$ cat config.mk
export PLATFORM = sky130hd
export DESIGN_NAME = tilt_aware_status_led_sequencer_flat
export DESIGN_NICKNAME = d
export VERILOG_FILES = /design/src/hdl/tasls_pkg.sv /design/src/hdl/tasls_if.sv /design/src/hdl/tilt_aware_status_led_sequencer.sv /design/src/flat_wrapper.sv
export SDC_FILE = /design/constraint.sdc
export NUM_CORES = 2
export LEC_CHECK = 0
export BUFFER_PORTS_ARGS = -buffer_cell sky130_fd_sc_hd__buf_2
export CAP_MARGIN = 30
export CORE_UTILIZATION = 56
export CTS_BUF_LIST = sky130_fd_sc_hd__clkbuf_4
export DETAILED_ROUTE_END_ITERATION = 16
export HOLD_SLACK_MARGIN = 0.12
export PLACE_DENSITY = 0.83
export SYNTH_ARGS = -nofsm -noshare
export SYNTH_HDL_FRONTEND = slang
export SYNTH_SLANG_ARGS = --single-unit
$ cat constraint.sdc
create_clock -name clk -period 10.1 [get_ports clk]
set_clock_uncertainty 0.05 [all_clocks]
set_input_delay 1.01 -clock clk [delete_from_list [all_inputs] [get_ports clk]]
set_output_delay 1.01 -clock clk [all_outputs]
set_load 0.1 [all_outputs]
$ cat src/hdl/tasls_pkg.sv
// Package for the tilt-aware status LED sequencer.
// Holds action, mode and register codes, sequencer states and arithmetic constants.
// Depends on nothing; the top level imports it.
`default_nettype none

package tasls_pkg;

  // Action codes carried by an input beat
  localparam logic [1:0] ACT_TICK    = 2'd0;
  localparam logic [1:0] ACT_SET_NET = 2'd1;
  localparam logic [1:0] ACT_STOP    = 2'd2;

  // LED modes
  localparam logic [1:0] MODE_NOT_FORMED = 2'd0;
  localparam logic [1:0] MODE_FORMED     = 2'd1;
  localparam logic [1:0] MODE_TILTED     = 2'd2;

  // Configuration register indexes
  localparam int unsigned REG_IDX_W = 3;
  localparam logic [REG_IDX_W-1:0] REG_WHITE_RED   = 3'd0;
  localparam logic [REG_IDX_W-1:0] REG_WHITE_GREEN = 3'd1;
  localparam logic [REG_IDX_W-1:0] REG_WHITE_BLUE  = 3'd2;
  localparam logic [REG_IDX_W-1:0] REG_TILT_ON     = 3'd3;
  localparam logic [REG_IDX_W-1:0] REG_TILT_OFF    = 3'd4;
  localparam logic [REG_IDX_W-1:0] REG_MIN_MAG     = 3'd5;
  localparam int unsigned CFG_DATA_W = 32;

  // Register reset values
  localparam logic [7:0]  WHITE_RESET   = 8'd255;
  localparam logic [15:0] TILT_ON_RESET = 16'd4979;
  localparam logic [15:0] TILT_OFF_RESET = 16'd2833;
  localparam logic [31:0] MIN_MAG_RESET = 32'd10000;

  // Timing constants, in ticks
  localparam int unsigned CHECK_PERIOD = 25;
  localparam int unsigned PULSE_PERIOD = 690;
  localparam int unsigned PULSE_HALF   = 345;
  localparam int unsigned BLINK_HALF   = 62;
  localparam int unsigned BLINK_PERIOD = 2 * BLINK_HALF;
  localparam int unsigned CHECK_W = $clog2(CHECK_PERIOD);
  localparam int unsigned STEP_W  = $clog2(PULSE_PERIOD);
  localparam int unsigned BLINK_W = $clog2(BLINK_PERIOD);

  // Brightness constants
  localparam int unsigned PULSE_MIN  = 25;
  localparam int unsigned FULL_LEVEL = 255;

  // Reciprocal multipliers: floor(n/3) for n < 2045, floor(p/255) for 16-bit p
  localparam logic [15:0] DIV3_RECIP   = 16'd683;
  localparam int unsigned DIV3_SHIFT   = 11;
  localparam logic [15:0] DIV255_RECIP = 16'd32897;
  localparam int unsigned DIV255_SHIFT = 23;

  // Colour channel select
  localparam logic [1:0] CH_RED   = 2'd0;
  localparam logic [1:0] CH_GREEN = 2'd1;
  localparam logic [1:0] CH_BLUE  = 2'd2;

  typedef enum logic [3:0] {
    ST_IDLE,
    ST_SQ_X,
    ST_SQ_Y,
    ST_SQ_Z,
    ST_SUM,
    ST_SCALE,
    ST_TILT,
    ST_ANIM,
    ST_BRIGHT,
    ST_CH_MUL,
    ST_CH_DIV,
    ST_CH_STORE,
    ST_WRITE
  } state_t;

endpackage

`default_nettype wire

$ cat src/hdl/tasls_if.sv
// Channel interfaces of the tilt-aware status LED sequencer.
// Event channel in, LED result channel out; valid/ready handshake.
// No dependencies.
`default_nettype none

interface tasls_evt_if;
  logic               valid;
  logic               ready;
  logic [1:0]         action;
  logic               net_formed;
  logic signed [15:0] accel_x;
  logic signed [15:0] accel_y;
  logic signed [15:0] accel_z;

  modport source (output valid, action, net_formed, accel_x, accel_y, accel_z,
                  input ready);
  modport sink   (input valid, action, net_formed, accel_x, accel_y, accel_z,
                  output ready);
endinterface

interface tasls_led_if;
  logic       valid;
  logic       ready;
  logic [7:0] red;
  logic [7:0] green;
  logic [7:0] blue;
  logic [1:0] led_mode;
  logic       led_written;

  modport source (output valid, red, green, blue, led_mode, led_written, input ready);
  modport sink   (input valid, red, green, blue, led_mode, led_written, output ready);
endinterface

`default_nettype wire

$ cat src/hdl/tilt_aware_status_led_sequencer.sv
// Top level of the tilt-aware status LED sequencer.
// Uses tasls_pkg for codes and constants, tasls_if.sv for the channel interfaces.
// Holds the sequencer, the shared 16x32 multiplier and all state.
//
// Channel  Dir  Beat carries                                        Handshake
// evt      in   action, net_formed, accel_x/y/z                     valid/ready
// led      out  red, green, blue, led_mode, led_written             valid/ready
// wr       in   wr_index, wr_data                                   wr_en, no wait
//
// Path per event beat: IDLE, WRITE for a non-tick event or a stopped tick;
// IDLE, ANIM, WRITE for a blink or formed tick; BRIGHT and CH_MUL, CH_DIV,
// CH_STORE per channel for a pulse tick; SQ_X to TILT first on every 25th
// tick. All products pass in turn through the single registered 16x32 multiplier.
// Reset (rst, synchronous) restores register defaults and clears the control and architectural state.
// evt.ready is high only while the sequencer is idle; a result waiting on
// led does not block the next event beat until that beat's own result.
`default_nettype none

module tilt_aware_status_led_sequencer (
  input  wire logic                                clk,
  input  wire logic                                rst,
  tasls_evt_if.sink                                evt,
  tasls_led_if.source                              led,
  input  wire logic                                wr_en,
  input  wire logic [tasls_pkg::REG_IDX_W-1:0]     wr_index,
  input  wire logic [tasls_pkg::CFG_DATA_W-1:0]    wr_data
);

  import tasls_pkg::*;

  // Configuration
  logic [7:0]  white_red, white_green, white_blue;
  logic [15:0] tilt_on_sin_sq, tilt_off_sin_sq;
  logic [31:0] min_magnitude_sq;

  // Architectural state
  logic [31:0]        tick_count;
  logic [CHECK_W-1:0] check_cnt;   // tick_count mod 25
  logic [STEP_W-1:0]  pulse_step;  // tick_count mod 690
  logic [BLINK_W-1:0] blink_cnt;   // tick_count mod 124
  logic [1:0]         mode;
  logic               previously_tilted;
  logic               network_is_formed;
  logic               timer_running;
  logic [7:0]         color_r, color_g, color_b;

  // Working registers
  state_t      state, state_next;
  logic [15:0] mag_x, mag_y, mag_z;
  logic [31:0] horiz_sq, total_sq;
  logic [47:0] prod;
  logic [7:0]  bright;
  logic [1:0]  ch;
  logic        written;

  // Output register
  logic        out_valid;
  logic [7:0]  out_red, out_green, out_blue;
  logic [1:0]  out_mode;
  logic        out_written;

  // Combinational helpers
  logic               accept;
  logic               wrap;
  logic [CHECK_W-1:0] check_cnt_next;
  logic [STEP_W-1:0]  pulse_step_next;
  logic [BLINK_W-1:0] blink_cnt_next;
  logic               check_due;
  logic               rising;
  logic [STEP_W-1:0]  pulse_n;
  logic [7:0]         white_sel;
  logic [15:0]        sin_sel;
  logic               tilted;
  logic [15:0]        mul_a;
  logic [31:0]        mul_b;
  logic               out_free;

  assign accept   = evt.valid && evt.ready;
  assign out_free = !out_valid || led.ready;

  // Residue counters follow tick_count; a wrap of tick_count to zero zeroes them
  assign wrap = &tick_count;
  assign check_cnt_next = (wrap || check_cnt == CHECK_W'(CHECK_PERIOD - 1)) ?
                          '0 : check_cnt + 1'b1;
  assign pulse_step_next = (wrap || pulse_step == STEP_W'(PULSE_PERIOD - 1)) ?
                           '0 : pulse_step + 1'b1;
  assign blink_cnt_next = (wrap || blink_cnt == BLINK_W'(BLINK_PERIOD - 1)) ?
                          '0 : blink_cnt + 1'b1;
  assign check_due = (check_cnt_next == '0);

  // Triangle: brightness offset is floor(2*k/3), k the distance into the half
  assign rising  = (pulse_step < STEP_W'(PULSE_HALF));
  assign pulse_n = rising ? {pulse_step[STEP_W-2:0], 1'b0}
                          : STEP_W'({pulse_step - STEP_W'(PULSE_HALF), 1'b0});

  assign sin_sel = previously_tilted ? tilt_off_sin_sq : tilt_on_sin_sq;

  // Tilted when h * 2^16 > s * t, with t at or above the floor
  assign tilted = (total_sq >= min_magnitude_sq) && ({horiz_sq, 16'h0000} > prod);

  always_comb begin
    case (ch)
      CH_RED:   white_sel = white_red;
      CH_GREEN: white_sel = white_green;
      default:  white_sel = white_blue;
    endcase
  end

  // Next state
  always_comb begin
    state_next = state;
    case (state)
      ST_IDLE: begin
        if (accept) begin
          if (evt.action == ACT_TICK && timer_running) begin
            state_next = check_due ? ST_SQ_X : ST_ANIM;
          end else begin
            state_next = ST_WRITE;
          end
        end
      end
      ST_SQ_X:  state_next = ST_SQ_Y;
      ST_SQ_Y:  state_next = ST_SQ_Z;
      ST_SQ_Z:  state_next = ST_SUM;
      ST_SUM:   state_next = ST_SCALE;
      ST_SCALE: state_next = ST_TILT;
      ST_TILT:  state_next = ST_ANIM;
      ST_ANIM:  state_next = (mode == MODE_NOT_FORMED) ? ST_BRIGHT : ST_WRITE;
      ST_BRIGHT:   state_next = ST_CH_MUL;
      ST_CH_MUL:   state_next = ST_CH_DIV;
      ST_CH_DIV:   state_next = ST_CH_STORE;
      ST_CH_STORE: state_next = (ch == CH_BLUE) ? ST_WRITE : ST_CH_MUL;
      ST_WRITE: begin
        if (out_free) begin
          state_next = ST_IDLE;
        end
      end
      default: state_next = ST_IDLE;
    endcase
  end

  // Outputs of the sequencer: handshake and multiplier operands
  always_comb begin
    evt.ready = (state == ST_IDLE);
    mul_a     = '0;
    mul_b     = '0;
    case (state)
      ST_SQ_X: begin
        mul_a = mag_x;
        mul_b = 32'(mag_x);
      end
      ST_SQ_Y: begin
        mul_a = mag_y;
        mul_b = 32'(mag_y);
      end
      ST_SQ_Z: begin
        mul_a = mag_z;
        mul_b = 32'(mag_z);
      end
      ST_SCALE: begin
        mul_a = sin_sel;
        mul_b = total_sq;
      end
      ST_ANIM: begin
        mul_a = DIV3_RECIP;
        mul_b = 32'(pulse_n);
      end
      ST_CH_MUL: begin
        mul_a = 16'(white_sel);
        mul_b = 32'(bright);
      end
      ST_CH_DIV: begin
        mul_a = DIV255_RECIP;
        mul_b = 32'(prod[15:0]);
      end
      default: begin
        mul_a = '0;
        mul_b = '0;
      end
    endcase
  end

  // Shared multiplier, registered
  always_ff @(posedge clk) begin
    prod <= 48'(mul_a) * 48'(mul_b);
  end

  always_ff @(posedge clk) begin
    if (rst) begin
      state <= ST_IDLE;
    end else begin
      state <= state_next;
    end
  end

  // Configuration registers
  always_ff @(posedge clk) begin
    if (rst) begin
      white_red        <= WHITE_RESET;
      white_green      <= WHITE_RESET;
      white_blue       <= WHITE_RESET;
      tilt_on_sin_sq   <= TILT_ON_RESET;
      tilt_off_sin_sq  <= TILT_OFF_RESET;
      min_magnitude_sq <= MIN_MAG_RESET;
    end else if (wr_en) begin
      case (wr_index)
        REG_WHITE_RED:   white_red        <= wr_data[7:0];
        REG_WHITE_GREEN: white_green      <= wr_data[7:0];
        REG_WHITE_BLUE:  white_blue       <= wr_data[7:0];
        REG_TILT_ON:     tilt_on_sin_sq   <= wr_data[15:0];
        REG_TILT_OFF:    tilt_off_sin_sq  <= wr_data[15:0];
        REG_MIN_MAG:     min_magnitude_sq <= wr_data[31:0];
        default: ;
      endcase
    end
  end

  // Control state and datapath
  always_ff @(posedge clk) begin
    if (rst) begin
      tick_count        <= '0;
      check_cnt         <= '0;
      pulse_step        <= '0;
      blink_cnt         <= '0;
      mode              <= MODE_NOT_FORMED;
      previously_tilted <= 1'b0;
      network_is_formed <= 1'b0;
      timer_running     <= 1'b0;
      color_r           <= '0;
      color_g           <= '0;
      color_b           <= '0;
      ch                <= CH_RED;
      written           <= 1'b0;
    end else begin
      case (state)
        ST_IDLE: begin
          if (accept) begin
            // Latch magnitudes; -32768 maps onto 32768 in 16 unsigned bits
            mag_x   <= evt.accel_x[15] ? 16'(-evt.accel_x) : evt.accel_x;
            mag_y   <= evt.accel_y[15] ? 16'(-evt.accel_y) : evt.accel_y;
            mag_z   <= evt.accel_z[15] ? 16'(-evt.accel_z) : evt.accel_z;
            case (evt.action)
              ACT_TICK: begin
                // A tick while stopped leaves the counters and colours as they are
                written <= timer_running;
                if (timer_running) begin
                  tick_count <= tick_count + 1'b1;
                  check_cnt  <= check_cnt_next;
                  pulse_step <= pulse_step_next;
                  blink_cnt  <= blink_cnt_next;
                end
              end
              ACT_SET_NET: begin
                network_is_formed <= evt.net_formed;
                written           <= evt.net_formed;
                if (evt.net_formed) begin
                  timer_running <= 1'b0;
                  color_r       <= '0;
                  color_g       <= '0;
                  color_b       <= '0;
                  mode          <= MODE_FORMED;
                end else begin
                  timer_running <= 1'b1;
                  if (mode != MODE_TILTED) begin
                    mode <= MODE_NOT_FORMED;
                  end
                end
              end
              ACT_STOP: begin
                timer_running <= 1'b0;
                color_r       <= '0;
                color_g       <= '0;
                color_b       <= '0;
                written       <= 1'b1;
              end
              default: written <= 1'b0;
            endcase
          end
        end
        ST_SQ_Y: horiz_sq <= prod[31:0];
        ST_SQ_Z: horiz_sq <= horiz_sq + prod[31:0];
        ST_SUM:  total_sq <= horiz_sq + prod[31:0];
        ST_TILT: begin
          // Hysteresis: enter or leave tilted, fall back to the network mode
          if (tilted && mode != MODE_TILTED) begin
            mode <= MODE_TILTED;
          end else if (!tilted && mode == MODE_TILTED) begin
            mode <= network_is_formed ? MODE_FORMED : MODE_NOT_FORMED;
          end
          previously_tilted <= tilted;
        end
        ST_ANIM: begin
          if (mode == MODE_FORMED) begin
            color_r <= '0;
            color_g <= '0;
            color_b <= '0;
          end else if (mode == MODE_TILTED) begin
            // Second half of each 124-tick period lights white
            if (blink_cnt >= BLINK_W'(BLINK_HALF)) begin
              color_r <= white_red;
              color_g <= white_green;
              color_b <= white_blue;
            end else begin
              color_r <= '0;
              color_g <= '0;
              color_b <= '0;
            end
          end
        end
        ST_BRIGHT: begin
          bright <= rising ? 8'(PULSE_MIN) + prod[DIV3_SHIFT +: 8]
                           : 8'(FULL_LEVEL) - prod[DIV3_SHIFT +: 8];
          ch     <= CH_RED;
        end
        ST_CH_STORE: begin
          case (ch)
            CH_RED:   color_r <= prod[DIV255_SHIFT +: 8];
            CH_GREEN: color_g <= prod[DIV255_SHIFT +: 8];
            default:  color_b <= prod[DIV255_SHIFT +: 8];
          endcase
          ch <= ch + 1'b1;
        end
        default: ;
      endcase
    end
  end

  // Output register: load on the final step, drop once the beat is taken
  always_ff @(posedge clk) begin
    if (rst) begin
      out_valid <= 1'b0;
    end else if (state == ST_WRITE && out_free) begin
      out_valid <= 1'b1;
    end else if (led.ready) begin
      out_valid <= 1'b0;
    end
  end

  always_ff @(posedge clk) begin
    if (state == ST_WRITE && out_free) begin
      out_red     <= color_r;
      out_green   <= color_g;
      out_blue    <= color_b;
      out_mode    <= mode;
      out_written <= written;
    end
  end

  assign led.valid       = out_valid;
  assign led.red         = out_red;
  assign led.green       = out_green;
  assign led.blue        = out_blue;
  assign led.led_mode    = out_mode;
  assign led.led_written = out_written;

  // Residue counters stay within their periods
  a_residue_range: assert property (@(posedge clk) disable iff (rst)
    check_cnt < CHECK_W'(CHECK_PERIOD) && pulse_step < STEP_W'(PULSE_PERIOD) &&
    blink_cnt < BLINK_W'(BLINK_PERIOD))
    else $error("residue counter out of range");

  // A zero tick count implies zero residues
  a_residue_zero: assert property (@(posedge clk) disable iff (rst)
    tick_count == '0 |-> check_cnt == '0 && pulse_step == '0 && blink_cnt == '0)
    else $error("residues out of step with tick count");

  // The tilt test runs only on every 25th tick
  a_check_tick: assert property (@(posedge clk) disable iff (rst)
    state == ST_SQ_X |-> check_cnt == '0)
    else $error("tilt test off its period");

  // Formed network halts ticking and blanks the LEDs
  a_formed: assert property (@(posedge clk) disable iff (rst)
    accept && evt.action == ACT_SET_NET && evt.net_formed |=>
    !timer_running && mode == MODE_FORMED && color_r == '0 && color_g == '0 &&
    color_b == '0)
    else $error("formed event not applied");

  // Stop halts ticking and blanks the LEDs
  a_stop: assert property (@(posedge clk) disable iff (rst)
    accept && evt.action == ACT_STOP |=>
    !timer_running && color_r == '0 && color_g == '0 && color_b == '0)
    else $error("stop event not applied");

endmodule

`default_nettype wire
$ cat src/flat_wrapper.sv
// flat-port wrapper written by rule: the top's interface ports become plain ports
module tilt_aware_status_led_sequencer_flat import tasls_pkg::*;
  (clk, rst, wr_en, wr_index, wr_data, evt_valid, evt_action, evt_net_formed, evt_accel_x, evt_accel_y, evt_accel_z, evt_ready, led_valid, led_red, led_green, led_blue, led_led_mode, led_led_written, led_ready);
  tasls_evt_if evt_i ();
  tasls_led_if led_i ();
  input  wire logic clk;
  input  wire logic rst;
  input  wire logic wr_en;
  input  wire logic [tasls_pkg::REG_IDX_W-1:0] wr_index;
  input  wire logic [tasls_pkg::CFG_DATA_W-1:0] wr_data;
  input wire logic [$bits(evt_i.valid)-1:0] evt_valid;
  input wire logic [$bits(evt_i.action)-1:0] evt_action;
  input wire logic [$bits(evt_i.net_formed)-1:0] evt_net_formed;
  input wire logic [$bits(evt_i.accel_x)-1:0] evt_accel_x;
  input wire logic [$bits(evt_i.accel_y)-1:0] evt_accel_y;
  input wire logic [$bits(evt_i.accel_z)-1:0] evt_accel_z;
  output wire logic [$bits(evt_i.ready)-1:0] evt_ready;
  output wire logic [$bits(led_i.valid)-1:0] led_valid;
  output wire logic [$bits(led_i.red)-1:0] led_red;
  output wire logic [$bits(led_i.green)-1:0] led_green;
  output wire logic [$bits(led_i.blue)-1:0] led_blue;
  output wire logic [$bits(led_i.led_mode)-1:0] led_led_mode;
  output wire logic [$bits(led_i.led_written)-1:0] led_led_written;
  input wire logic [$bits(led_i.ready)-1:0] led_ready;
  assign evt_i.valid = evt_valid;
  assign evt_i.action = evt_action;
  assign evt_i.net_formed = evt_net_formed;
  assign evt_i.accel_x = evt_accel_x;
  assign evt_i.accel_y = evt_accel_y;
  assign evt_i.accel_z = evt_accel_z;
  assign evt_ready = evt_i.ready;
  assign led_valid = led_i.valid;
  assign led_red = led_i.red;
  assign led_green = led_i.green;
  assign led_blue = led_i.blue;
  assign led_led_mode = led_i.led_mode;
  assign led_led_written = led_i.led_written;
  assign led_i.ready = led_ready;
  tilt_aware_status_led_sequencer u_core (.clk(clk), .rst(rst), .evt(evt_i), .led(led_i), .wr_en(wr_en), .wr_index(wr_index), .wr_data(wr_data));
endmodule
==> out/results.txt <==
status: completed
Post-CTS Resized: 0
Hold-fix buffers, CTS: 0
count of different cell masters after synthesis: 82
initial DRC count: 3208
warnings from Yosys: 0
initial antenna violation count: 8
CP Data Arrival Time: 9.76 ns
Initial Utilization: 0.5699
remaining global-route overflow: 0
commonest non-fill, non-tap cells in the layout: nand2_1 (662), inv_1 (521), fa_1 (419)
H-tree levels: 3
clk slew on worst S/H paths: 0.07 ns
switch share: 0.4107
routing usage on met1: 0.4301
DRC: 0
Synth top area share: 0.2429
GR Util met2: 0.5236
sequential share of power: 0.366
clk buf depth: 3
Post-synth ARST share: 0
via count: 28.68k
#FFs+latches synth: 374
Worst path max stage delay: 0.87 ns
syn_area_per_cell: 9.020 um^2
Worst R2R Path Depth: 28
first-pass GRT wire length: 160200 um
post-CTS setup buffer count: 0
hold path startpoint: wr_data[18]
fmax: 110.5 MHz
Crit Path Category: reg -> reg
setup violators final: 0
Die X: 250.3 um
final WL: 101300 um
Cell Area, Placed: 36040 um^2
Switch Pwr: 2.055 mW
period utilization: 0.8956
vias per cell: 5.959
Slew Viols, Final: 0
Ports: 120
Hold Crit Depth: 3
Worst Setup End Kind: flop
EDFF count, synth: 147
hold path endpoint: u_core.min_magnitude_sq[18]
layout cell share with drive strength beyond 1: 0.1023
Yosys top cell by area: fa_1
P_int: 2.948 mW
Setup TNS: 0 ns
met3 Usage GRT: 0.08532
syn nets: 4572
worst path required time: 10.81 ns
clock tree from TritonCTS: built
RSZ-0062 raised after global routing: no
Max-cap violations: 0
PD cells: 133.7 nW/um^2
Reg2Reg Capture Point: u_core.prod[42]
Final Util: 0.6175
GRT Max-Usage Layer: met2
CP Launch Type: flop
Crit-path slowest cell: dfxtp_1
Finished Cell Area: 37410 um^2
most common cell after layout, fill and taps aside: nand2_1
setup slack, reg-to-reg: 1.05 ns
Die H: 250.3 um
Hold Vio Cnt, Final: 0
Max IR drop VDD: 0.0001196 V
Syn Inst Count: 3828
clk root buf: clkbuf_4
site row count: 90
die area: 62660 um^2
smallest hold slack: 0.2895 ns
Clk Latency, worst-skew pair: 0.91 ns
synthesized cell area: 34530 um^2
Hold WC Path Type: in -> reg
first drt pass iteration count: 8
largest net degree at the start of global routing: 83
post-DR wirelength/cell: 21.05 um
Clock Sinks: 374
CP most frequent cell: fa_1
Slew HR: 0.2680
Placer Congestion: 0.9827
reg2reg start: u_core.state[1]
Leak: 16.37 nW
total track usage: 0.3312
sequential fraction of the synthesis area: 0.2595
Detailed Place HPWL: 77650 um
Clk pwr share: 0.275
port bufs: 119
vias in the first global route: 28.93k
Synth-to-Final Area Change: 8.349%
Worst Tran Pin Value: 1.094 ns
Critical Path Fanout Max: 21
number of nets in the layout: 4686
top cells by area, synth: fa_1 (24%), dfxtp_1 (13%), edfxtp_1 (13%), ha_1 (8.5%), nand2_1 (7.2%)
share of power burned in combinational logic: 0.359
total CTS buffers: 98
Main synth FF type: dfxtp_1
core footprint: 60580 um^2
Routed Antenna Nets: 0
min cycle time layout: 9.046 ns
## per-layer routing
metal | vias up | wire (um)
met2 | 1654 | 45960
met4 | 0 | 4704
met3 | 309 | 11910
li1 | 12750 | -
met5 | - | 0
met1 | 13970 | 38740
## how the worst max path moves through the flow
stage | slack, ns | cells after the start | to | start
after floorplan | 2.46 | 31 | u_core.prod[46] | u_core.pulse_step[0]
after global routing | 0.62 | 26 | u_core.prod[42] | u_core.state[1]
final | 1.05 | 28 | u_core.prod[42] | u_core.state[1]
after detailed placement | 1.37 | 28 | u_core.prod[46] | u_core.state[1]
after global placement | 1.57 | 25 | u_core.prod[46] | u_core.state[1]
after CTS | 1.19 | 28 | u_core.prod[42] | u_core.state[1]
## synthesized netlist by cell type, types with 32 or more instances
cell and instances:
nand2_1 662, inv_1 521, fa_1 419, nor2_1 301
ha_1 234, a21oi_1 232, dfxtp_1 227, clkbuf_1 153
edfxtp_1 147, xnor2_1 109, a21o_1 77, o21ai_0 73
xor2_1 67, and2_1 51, nand3_1 50, nor2b_1 39
nand4_1 34, mux2_2 32
## cells by family (layout without fill, tap and decap cells)
logic type / Yosys count / count (layout) / share of synthesized area
AO/OA/AOI/OAI: 600 / 600 / 0.1139
multiplexers: 51 / 51 / 0.01594
AND/OR/NAND/NOR: 1283 / 1283 / 0.1628
flip-flops: 374 / 374 / 0.2595
XOR/XNOR: 176 / 176 / 0.04464
buffers and inverters: 691 / 889 / 0.07552
adder cells (fa/ha/maj): 653 / 653 / 0.3277
other: 0 / 5 / 0
## cell type report
class                           instances  area (um^2)
Fill cell                            4984        23170
Multi-Input combinational cell       2763        23070
Sequential cell                       374         8959
Inverter                              521         1956
Timing Repair Buffer                  184         1134
Clock buffer                          141         1059
Tap cell                              782        978.4
Clock inverter                         43        246.5
Antenna cell                            5        12.51
## critical path, delay by kind of cell (launching register included)
family	cells	cell delay, ns
AOI/OAI and AO/OA	8	1.93
DFF	1	0.87
buffers and inverters	7	0.85
and+or+nand+nor	5	1.38
adders and majority gates	7	3.63
xor gates and xnor gates	1	0.16
## registers in the layout, summed over array words and instances (netlist names), 16 cells and up
signal / count
u_core.mag_x: 16
u_core.horiz_sq: 32
u_core.tilt_on_sin_sq: 16
u_core.tick_count: 32
u_core.mag_z: 16
u_core.total_sq: 32
u_core.tilt_off_sin_sq: 16
u_core.mag_y: 16
u_core.prod: 48
u_core.min_magnitude_sq: 32
## power by group through the flow
stage,sequential [mW],combinational [mW],clock (mW)
floorplan,1.84,1.10,0
global placement,1.85,1.68,0
detailed placement,1.85,1.71,0
CTS,1.82,1.73,1.40
global route,1.83,1.92,1.48
finish,1.83,1.80,1.38
## metrics by stage
stage | setup slack (ns) | power, mW | std cells
2_1_floorplan | 2.460 | 2.936 | 3828
3_3_place_gp | 1.572 | 3.536 | 4618
3_5_place_dp | 1.371 | 3.568 | 4622
4_1_cts | 1.193 | 4.954 | 4806
5_1_grt | 0.6218 | 5.230 | 4811
6_report | 1.054 | 5.003 | 4813
Power figures use the tool's default switching activity.
